<file path="config.mk">
export PLATFORM = sky130hd
export DESIGN_NAME = bmp_rle_span_decoder_unit
export DESIGN_NICKNAME = d
export VERILOG_FILES = /design/src/hw/rtl/brsd_pkg.sv /design/src/hw/rtl/bmp_rle_span_decoder_unit.sv
export VERILOG_INCLUDE_DIRS = /design/src /design/src/hw/rtl
export SDC_FILE = /design/constraint.sdc
export NUM_CORES = 1
export LEC_CHECK = 0
export BUFFER_PORTS_ARGS = -buffer_cell sky130_fd_sc_hd__clkbuf_2
export CAP_MARGIN = 15
export CELL_PAD_IN_SITES_DETAIL_PLACEMENT = 0
export CELL_PAD_IN_SITES_GLOBAL_PLACEMENT = 1
export CORE_ASPECT_RATIO = 0.75
export CORE_MARGIN = 5
export CORE_UTILIZATION = 41
export CTS_CLUSTER_DIAMETER = 100
export DETAILED_ROUTE_END_ITERATION = 8
export PLACE_DENSITY_LB_ADDON = 0.1
export SETUP_SLACK_MARGIN = 0.15
export SYNTH_ARGS = -nofsm -noshare
export SYNTH_HDL_FRONTEND = slang
export SYNTH_SLANG_ARGS = --single-unit
</file>
<file path="constraint.sdc">
create_clock -name i_clk -period 5.7 [get_ports i_clk]
set_input_delay 0.285 -clock i_clk [delete_from_list [all_inputs] [get_ports i_clk]]
set_output_delay 0.285 -clock i_clk [all_outputs]
set_load 0.02 [all_outputs]
</file>
<file path="src/hw/rtl/bmp_rle_span_decoder_unit_macros.svh">
// Assertion macros for the span decoder RTL.
`ifndef BMP_RLE_SPAN_DECODER_UNIT_MACROS_SVH
`define BMP_RLE_SPAN_DECODER_UNIT_MACROS_SVH

`ifndef SYNTHESIS
// Same-cycle implication, disabled while reset is asserted.
`define BRSD_ASSERT_IMPLY(lbl, clk, rst_n, ante, cons) \
    lbl: assert property (@(posedge clk) disable iff (!rst_n) (ante) |-> (cons)) \
        else $error("assertion failed: same-cycle implication");
// Next-cycle implication, disabled while reset is asserted.
`define BRSD_ASSERT_NEXT(lbl, clk, rst_n, ante, cons) \
    lbl: assert property (@(posedge clk) disable iff (!rst_n) (ante) |=> (cons)) \
        else $error("assertion failed: next-cycle implication");
`else
`define BRSD_ASSERT_IMPLY(lbl, clk, rst_n, ante, cons)
`define BRSD_ASSERT_NEXT(lbl, clk, rst_n, ante, cons)
`endif

`endif

</file>
<file path="src/hw/rtl/brsd_pkg.sv">
// Types and constants of the BMP RLE span decoder.
package brsd_pkg;

    localparam int COORD_BITS    = 12;
    localparam int POS_BITS      = COORD_BITS + 1;
    localparam int CFG_IDX_BITS  = 2;
    localparam int CFG_DATA_BITS = COORD_BITS;

    // Configuration register indexes
    localparam logic [CFG_IDX_BITS-1:0] CFG_FOUR_BIT_MODE = 2'd0;
    localparam logic [CFG_IDX_BITS-1:0] CFG_IMAGE_WIDTH   = 2'd1;
    localparam logic [CFG_IDX_BITS-1:0] CFG_IMAGE_HEIGHT  = 2'd2;
    localparam logic [CFG_IDX_BITS-1:0] CFG_INDEX_OFFSET  = 2'd3;

    localparam logic [COORD_BITS-1:0] RST_IMAGE_WIDTH  = COORD_BITS'(640);
    localparam logic [COORD_BITS-1:0] RST_IMAGE_HEIGHT = COORD_BITS'(480);

    localparam logic KIND_SPAN = 1'b0;
    localparam logic KIND_END  = 1'b1;

    typedef struct packed {
        logic [7:0] stream_byte;
        logic       image_start;
    } t_in_beat;

    typedef struct packed {
        logic                  result_kind;
        logic [COORD_BITS-1:0] span_x;
        logic [COORD_BITS-1:0] span_row;
        logic [7:0]            span_length;
        logic [7:0]            first_index;
        logic [7:0]            second_index;
    } t_out_beat;

endpackage

</file>
<file path="src/hw/rtl/bmp_rle_span_decoder_unit.sv">
// BMP RLE8/RLE4 span decoder, top level.
// A byte is captured in the input register, then parsed and its result registered in the output register.
// Throughput: one byte per cycle while the output is not held; parser and position state update once per byte.
// A held result stalls the input only once the input register is also full.
// Reset (synchronous, active low) clears parser state and loads the default registers
// (RLE8, 640 x 480, offset 0).
module bmp_rle_span_decoder_unit (
    input  logic                                i_clk,
    input  logic                                i_rst_n,
    input  logic                                i_in_valid,
    output logic                                o_in_stall,
    input  brsd_pkg::t_in_beat                  i_in_data,
    output logic                                o_out_valid,
    input  logic                                i_out_stall,
    output brsd_pkg::t_out_beat                 o_out_data,
    input  logic                                i_cfg_valid,
    output logic                                o_cfg_ready,
    input  logic [brsd_pkg::CFG_IDX_BITS-1:0]   i_cfg_index,
    input  logic [brsd_pkg::CFG_DATA_BITS-1:0]  i_cfg_data
);
    import brsd_pkg::*;

`include "bmp_rle_span_decoder_unit_macros.svh"

    typedef enum logic [2:0] {
        PH_COUNT = 3'd0,
        PH_VALUE = 3'd1,
        PH_ABS   = 3'd2,
        PH_PAD   = 3'd3,
        PH_DX    = 3'd4,
        PH_DY    = 3'd5
    } t_phase;

    // configuration
    logic                  r_four_bit;
    logic [COORD_BITS-1:0] r_width;
    logic [COORD_BITS-1:0] r_height;
    logic [7:0]            r_index_offset;

    // pipeline registers
    logic      r_in_valid;
    t_in_beat  r_in;
    logic      r_out_valid;
    t_out_beat r_out;

    // parser state
    t_phase              r_ph,   n_ph,   s_ph;
    logic [7:0]          r_pend, n_pend, s_pend;
    logic [7:0]          r_abs,  n_abs,  s_abs;
    logic                r_odd,  n_odd,  s_odd;
    logic [POS_BITS-1:0] r_col,  n_col,  s_col;
    logic [POS_BITS-1:0] r_line, n_line, s_line;
    logic [7:0]          r_dcol, n_dcol, s_dcol;
    logic                r_fin,  n_fin,  s_fin;

    logic                out_free, adv, in_acc;
    logic [7:0]          b, b_off, pix, req_len, clip_len;
    logic                req_span, req_end, span_ok;
    logic [POS_BITS-1:0] w_ext, h_ext, room, line_inc, col_dlt, line_dlt;
    logic                n_out_valid;
    t_out_beat           n_out;

    function automatic logic oob(input logic [POS_BITS-1:0] line,
                                 input logic [POS_BITS-1:0] col,
                                 input logic [POS_BITS-1:0] w,
                                 input logic [POS_BITS-1:0] h);
        return (line >= h) || (col > w);
    endfunction

    assign out_free    = !r_out_valid || !i_out_stall;
    assign adv         = r_in_valid && out_free;
    assign o_in_stall  = r_in_valid && !out_free;
    assign in_acc      = i_in_valid && !o_in_stall;
    assign o_out_valid = r_out_valid;
    assign o_out_data  = r_out;
    assign o_cfg_ready = 1'b1;

    assign b     = r_in.stream_byte;
    assign b_off = (b != 8'd0) ? (b + r_index_offset) : 8'd0;
    assign w_ext = {1'b0, r_width};
    assign h_ext = {1'b0, r_height};

    // image_start clears the decoder before this byte is parsed
    assign s_ph   = r_in.image_start ? PH_COUNT : r_ph;
    assign s_pend = r_in.image_start ? 8'd0 : r_pend;
    assign s_abs  = r_in.image_start ? 8'd0 : r_abs;
    assign s_odd  = r_in.image_start ? 1'b0 : r_odd;
    assign s_col  = r_in.image_start ? '0 : r_col;
    assign s_line = r_in.image_start ? '0 : r_line;
    assign s_dcol = r_in.image_start ? 8'd0 : r_dcol;
    assign s_fin  = r_in.image_start ? 1'b0 : r_fin;

    assign line_inc = s_line + POS_BITS'(1);
    assign col_dlt  = s_col + POS_BITS'(s_dcol);
    assign line_dlt = s_line + POS_BITS'(b);

    // pixels taken by one absolute-run byte
    assign pix = r_four_bit ? ((s_abs >= 8'd2) ? 8'd2 : s_abs)
                            : ((s_abs >= 8'd1) ? 8'd1 : 8'd0);

    // clip to the row; room is only meaningful when the column is inside the row
    assign room     = w_ext - s_col;
    assign clip_len = (POS_BITS'(req_len) > room) ? room[7:0] : req_len;
    assign span_ok  = req_span && (s_line < h_ext) && (s_col < w_ext) && (clip_len != 8'd0);

    always_comb begin
        n_ph     = s_ph;
        n_pend   = s_pend;
        n_abs    = s_abs;
        n_odd    = s_odd;
        n_col    = s_col;
        n_line   = s_line;
        n_dcol   = s_dcol;
        n_fin    = s_fin;
        req_span = 1'b0;
        req_end  = 1'b0;
        req_len  = 8'd0;
        if (!s_fin) begin
            unique case (s_ph)
                PH_COUNT: begin
                    if (oob(s_line, s_col, w_ext, h_ext)) begin
                        req_end = 1'b1;
                    end else begin
                        n_pend = b;
                        n_ph   = PH_VALUE;
                    end
                end
                PH_VALUE: begin
                    n_ph = PH_COUNT;
                    if (s_pend != 8'd0) begin
                        req_span = 1'b1;
                        req_len  = s_pend;
                    end else if (b == 8'd0) begin
                        // end of line
                        n_line  = line_inc;
                        n_col   = '0;
                        req_end = oob(line_inc, '0, w_ext, h_ext);
                    end else if (b == 8'd1) begin
                        req_end = 1'b1;
                    end else if (b == 8'd2) begin
                        n_ph = PH_DX;
                    end else begin
                        n_abs = b;
                        n_odd = 1'b0;
                        n_ph  = PH_ABS;
                    end
                end
                PH_ABS: begin
                    n_abs = s_abs - pix;
                    n_odd = !s_odd;
                    if (n_abs == 8'd0) begin
                        // odd byte count gets a pad byte
                        n_ph = !s_odd ? PH_PAD : PH_COUNT;
                    end
                    req_span = 1'b1;
                    req_len  = pix;
                end
                PH_PAD: begin
                    n_ph = PH_COUNT;
                end
                PH_DX: begin
                    n_dcol = b;
                    n_ph   = PH_DY;
                end
                PH_DY: begin
                    n_col   = col_dlt;
                    n_line  = line_dlt;
                    n_ph    = PH_COUNT;
                    req_end = oob(line_dlt, col_dlt, w_ext, h_ext);
                end
                default: begin
                    n_ph = PH_COUNT;
                end
            endcase
        end
        if (span_ok) begin
            n_col = s_col + POS_BITS'(clip_len);
        end
        if (req_end) begin
            n_fin = 1'b1;
        end

        n_out_valid = req_end || span_ok;
        n_out       = '0;
        if (!req_end) begin
            n_out.result_kind = KIND_SPAN;
            n_out.span_x      = s_col[COORD_BITS-1:0];
            n_out.span_row    = COORD_BITS'(h_ext - POS_BITS'(1) - s_line);
            n_out.span_length = clip_len;
            if (r_four_bit) begin
                n_out.first_index  = {4'd0, b_off[7:4]};
                n_out.second_index = {4'd0, b_off[3:0]};
            end else begin
                n_out.first_index  = b_off;
                n_out.second_index = b_off;
            end
        end else begin
            n_out.result_kind = KIND_END;
        end
    end

    always_ff @(posedge i_clk) begin
        if (!i_rst_n) begin
            r_four_bit     <= 1'b0;
            r_width        <= RST_IMAGE_WIDTH;
            r_height       <= RST_IMAGE_HEIGHT;
            r_index_offset <= 8'd0;
            r_in_valid     <= 1'b0;
            r_out_valid    <= 1'b0;
            r_ph           <= PH_COUNT;
            r_pend         <= 8'd0;
            r_abs          <= 8'd0;
            r_odd          <= 1'b0;
            r_col          <= '0;
            r_line         <= '0;
            r_dcol         <= 8'd0;
            r_fin          <= 1'b0;
        end else begin
            if (i_cfg_valid && o_cfg_ready) begin
                unique case (i_cfg_index)
                    CFG_FOUR_BIT_MODE: r_four_bit     <= i_cfg_data[0];
                    CFG_IMAGE_WIDTH:   r_width        <= i_cfg_data[COORD_BITS-1:0];
                    CFG_IMAGE_HEIGHT:  r_height       <= i_cfg_data[COORD_BITS-1:0];
                    CFG_INDEX_OFFSET:  r_index_offset <= i_cfg_data[7:0];
                    default: ;
                endcase
            end
            if (!o_in_stall) begin
                r_in_valid <= i_in_valid;
            end
            if (out_free) begin
                r_out_valid <= r_in_valid && n_out_valid;
            end
            if (adv) begin
                r_ph   <= n_ph;
                r_pend <= n_pend;
                r_abs  <= n_abs;
                r_odd  <= n_odd;
                r_col  <= n_col;
                r_line <= n_line;
                r_dcol <= n_dcol;
                r_fin  <= n_fin;
            end
        end
    end

    always_ff @(posedge i_clk) begin
        if (in_acc) begin
            r_in <= i_in_data;
        end
        if (adv) begin
            r_out <= n_out;
        end
    end

    `BRSD_ASSERT_NEXT(a_fin_silent, i_clk, i_rst_n,
        adv && r_fin && !r_in.image_start, !r_out_valid)
    `BRSD_ASSERT_NEXT(a_end_sets_fin, i_clk, i_rst_n,
        adv && n_out_valid && (n_out.result_kind == KIND_END), r_fin)
    `BRSD_ASSERT_IMPLY(a_end_zero, i_clk, i_rst_n,
        r_out_valid && (r_out.result_kind == KIND_END),
        (r_out.span_length == 8'd0) && (r_out.span_x == '0) && (r_out.first_index == 8'd0))
    `BRSD_ASSERT_IMPLY(a_span_in_row, i_clk, i_rst_n,
        r_out_valid && (r_out.result_kind == KIND_SPAN),
        (r_out.span_length != 8'd0) &&
        (({1'b0, r_out.span_x} + POS_BITS'(r_out.span_length)) <= {1'b0, r_width}))
    `BRSD_ASSERT_IMPLY(a_stall_full, i_clk, i_rst_n,
        o_in_stall, r_in_valid && r_out_valid && i_out_stall)

endmodule

</file>
[After elaboration in Yosys (flattened, before gate mapping)]
Cells that the tools add are included.
Cells by class
  order comparisons: 11
  add/sub/neg operators: 9
  reductions and logical operators: 29
  mux-type cells: 63
  equality and inequality tests: 9
Operator list (count)
  8-bit two-way mux: 19
  13-bit two-way mux: 9
  13-bit case mux with 2 select lines: 2
  13-bit by 8-bit adder with 13-bit output: 3
  13-bit by 12-bit >= comparator with 1-bit output: 3
  8-bit case mux with 2 select lines: 2
  13-bit by 12-bit greater-than comparator with 1-bit output: 2
  13-bit by 12-bit less-than comparator with 1-bit output: 2
  3-bit two-way mux: 8
  8-bit nonzero test: 3
  1-bit two-way mux: 17
  8-bit logical NOT: 2
  13-bit by 1-bit adder with 13-bit output (second input constant): 1
  8-bit by 13-bit greater-than comparator with 1-bit output: 1
  12-bit by 13-bit subtractor with 13-bit output: 1
  1-bit by 12-bit greater-than comparator with 1-bit output (first input constant): 1
  12-bit two-way mux: 1
  3-bit case mux with 4 select lines: 1
  12-bit by 1-bit subtractor with 12-bit output (second input constant): 1
  12-bit subtractor: 1
  8-bit adder: 1
  8-bit by 1-bit == test with 1-bit output (second input constant): 1
  8-bit by 2-bit == test with 1-bit output (second input constant): 1
  8-bit by 1-bit >= comparator with 1-bit output (second input constant): 1
  17 further kinds: 37
Word-level totals
  logic and storage cells: 144
  input port bits: 28
  output and inout port bits: 52
  register bits after elaboration: 144

[Depth between registers and ports, before layout]
  depth after elaboration: 12
  gate-level depth with buffers: 34
  mapped depth without buffers: 31

[Worst setup path before layout]
OpenSTA, ideal clock, no wires.
  kind: reg2reg
  start: register r_in[0] (netlist bit)
  end: register r_col[11]
  buffers on the path: 3
  cell stages (with the launch flop): 32
  setup time: 120 ps
  setup slack: -535 ps
  arrival time: 6115 ps
  path through: edfxtp_1 -> clkinv_1 -> clkbuf_1 -> buf_1 -> nand2_1 -> inv_1 -> ha_1 -> inv_1 -> fa_1 -> nand3_1 -> nand2_1 -> a21o_1 -> a21oi_1 -> xnor2_1 -> inv_1 -> ha_1 -> nand3_1 -> a211o_1 -> a211o_1 -> nor4_2 -> buf_6 -> mux2_2 -> ha_1 -> a21o_1 -> a21o_1 -> a21oi_1 -> o21bai_1 -> a21o_1 -> a41oi_1 -> nor4_1 -> a22o_1 -> o31a_1
RTL lines
  start: declaration: RTL line bmp_rle_span_decoder_unit.sv:42  | t_in_beat r_in;
  start signal: assignment: RTL line bmp_rle_span_decoder_unit.sv:249  | r_in <= i_in_data;
  13-bit two-way mux (*): RTL line bmp_rle_span_decoder_unit.sv:88  | assign s_col = r_in.image_start ? '0 : r_col;
  via s_col[0]: RTL line bmp_rle_span_decoder_unit.sv:51  | logic [POS_BITS-1:0] r_col, n_col, s_col;
  12-bit by 13-bit subtractor with 13-bit output (*): RTL line bmp_rle_span_decoder_unit.sv:102  | assign room = w_ext - s_col;
  8-bit by 13-bit greater-than comparator with 1-bit output: RTL line bmp_rle_span_decoder_unit.sv:103  | assign clip_len = (POS_BITS'(req_len) > room) ? room[7:0] : req_len;
  8-bit two-way mux (*): RTL line bmp_rle_span_decoder_unit.sv:103
  via clip_len[1]: RTL line bmp_rle_span_decoder_unit.sv:57  | logic [7:0] b, b_off, pix, req_len, clip_len;
  branches (longest 2 deep; another with 13-bit by 8-bit adder with 13-bit output)
  13-bit two-way mux (*): RTL line bmp_rle_span_decoder_unit.sv:176  | if (span_ok) begin
  end signal: assignment: RTL line bmp_rle_span_decoder_unit.sv:239  | r_col <= n_col;
  end: declaration: RTL line bmp_rle_span_decoder_unit.sv:51
Mark *: on every way through the listed nets, which the timed path passes.
A chain may end at the register's enable or synchronous reset.

[Worst setup path in the final report]
Same ends and word-level chain as after synthesis.

==> run metrics <==
CTS tree=done; Critical Path Stages=29; post-DP HPWL=29.8 mm; ant diodes=0; Fin. Hold Viols=0; HP Class=input port to flip-flop; fmax=182 MHz; final core occ=48.6%; clock-pin slew on the worst setup and hold paths=0.07 ns; area of the multi-input gates=7410 um2; P_leak=0.00551 uW; via count=10100; arrival time at the worst endpoint=5.82 ns; NumNets Final=1566; Post-Syn Area=11200 um2; fin crit period=5.50 ns; unrepaired setup endpoints after global routing=yes; Slew HR=23.0%; Crit. End Element=flip-flop; Clock Root Buffer=clkbuf_16; DIE HEIGHT=153 um; H-tree depth=4; register area=3420 um2; Clock Latency Late Sink=0.44 ns; final worst slack=0.202 ns; # rows=52; Slew @ Worst Pin=1.15 ns; die area=30800 um2; Critical Path Source=r_in[0]$_DFFE_PP_; CTS Buf Count=17; Mapped Cells=1311; Post-synth ARST share=0%; pre-CTS setup slack=-0.00272 ns; Hold-fix buffers, CTS=0; WP buf/inv=5; endpoints failing setup=0; Yosys reg bits=144; startpoint types=flip-flop; R2R cell count=29; Power Density=226 nW/um2; final wirelength=38.9 mm; setup TNS=0 ns; Max stage delay on crit path=0.43 ns; commonest register cell after synthesis=dfxtp_1; cell repeated most along the worst path=a21o_1; first-pass GRT wire length=59.2 mm; GPL Wtd Cong=0.935; largest net degree at the start of global routing=78; synthesized area per cell=8.54 um2; I/O pin count=80; die width=201 um; starting density of the core=41.6%; gr ovfl total=0; fillers=2700; vias in the first global route=9584; hold_sp=i_in_data[1]; synth unique cells=86; DR iter-0 viols=762; Max FO, Critical Path=6; layout cell share with drive strength beyond 1=17.4%; synthesis-to-layout area growth=17.0%; kind of critical path=flip-flop to flip-flop; DR vias/cell=5.66; Required @ worst endpoint=6.03 ns; Hold Path Cell Cnt=1; Tcrit/Tclk final=96.5%; CP max-delay cell=edfxtp_1; antenna-violating nets left=0; core area=26900 um2; Worst Skew=0.0135 ns; cell family with most CP delay=compound AO/OA/AOI/OAI gates; max-slew violations=0; Final Non-Filler Cells=1778; IO buf count=78; DR DRC count=0; EDFF count, synth=54; yosys synthesis warning count=0; clock buffer depth=2; Clock Sinks=144; DR WL/cell=21.9 um; Seq/Total Area, Yosys=30.6%; status=complete, no violations; R2R Path Start=r_in[0]$_DFFE_PP_; VDD IR-drop max=0.203 mV; DRT Pass-1 Iters=5; initial antenna violation count=0; Overall Global Routing Usage=24.9%; placed insts=1734; Max-Cap Viols=0
kinds of logic after synthesis:
group	Yosys count	synth area share [%]
and+or+nand+nor	434	19.3
AOI/OAI and AO/OA	356	21.5
buffers and inverters	149	5.54
DFF	144	30.6
adders and majority gates	124	14.3
xor gates and xnor gates	68	5.32
muxes	35	3.33
other	1	0.0335
sequential cells by signal (all words and copies together), names as in the netlist:
signal,cells
r_in,1
r_pend,8
r_line,13
r_fin,1
b,8
r_in_valid,1
r_width,12
r_col,13
r_height,12
r_dcol,8
o_out_data,45
r_ph,3
r_odd,1
o_out_valid,1
r_abs,8
r_four_bit,1
r_index_offset,8
report_power, final:
group	total, uW	internal [uW]	leakage, uW	switching, uW
logic	619	236	0.00397	382
clock network	1180	659	0.000287	525
registers	1160	1120	0.00125	33.7
total	2960	2020	0.00551	941
cells in the mapped netlist (24+ instances only):
cell type,n,area share [%]
nand2_1,131,4.4
edfxtp_1,54,14
clkbuf_1,40,1.3
a22oi_1,27,1.8
a21o_1,29,1.9
mux2i_1,29,2.6
inv_1,83,2.8
xor2_1,24,1.9
nor2_1,96,3.2
dfxtp_1,90,16
nand3_1,32,1.4
ha_1,117,13
o21ai_0,57,2.5
a21oi_1,76,3.4
xnor2_1,44,3.4
nor2b_1,72,4.0
nor3_1,26,1.2
o21a_1,24,1.6
a21boi_0,28,1.9
final cells by class:
cell class	instances	area share (%)
Inverter	84	2.46
Timing Repair Buffer	144	6.95
Tap cell	351	3.35
Clock buffer	17	3.25
Sequential cell	144	26.1
Clock inverter	15	1.31
Multi-Input combinational cell	1023	56.6
cells in the final DEF (no fill, tap or decap), drive strengths merged, types with 54 or more instances in the layout:
cell    instances
o21ai          63
buf            66
clkbuf         95
a21oi          77
nor2           96
dfxtp          90
ha            117
nor2b          72
nand2         131
edfxtp         54
inv            90
timing repair:
action                                  4_1_cts  5_1_grt
setup buffers                                 3        8
resized for setup                             5       27
endpoints found under the setup margin        6       42
pin swaps                                     6       25
endpoints found under the hold margin         0        0
path summary, 6_finish.rpt:
| check | end | slack (ns) |
|---|---|---|
| worst max-delay path | r_col[11]$_SDFFE_PN0P_ | 0.20 |
| worst min-delay path | b[0]$_DFFE_PP_ | 0.03 |
| worst max register to register | r_col[11]$_SDFFE_PN0P_ | 0.20 |
| worst min register to register | r_col[2]$_SDFFE_PN0P_ | 0.47 |
routing by layer:
metal	vias up	global-route usage (%)	share of wire (%)
met3	37	7.63	8.4
met1	4801	38.1	51
li1	4877	-	-
met5	-	0	0
met2	348	34.3	39
met4	0	5.24	1.5
metrics by stage:
stage               hold WS, ns  cell area, um2  power [uW]
global route             0.0135           13100        3090
CTS                      0.0119           12900        2950
finish                   0.0256           13100        2960
floorplan                 0.384           11300        1560
global placement          0.458           12300        1760
detailed placement        0.458           12300        1760
No activity file was read; power rests on OpenSTA's default activity.
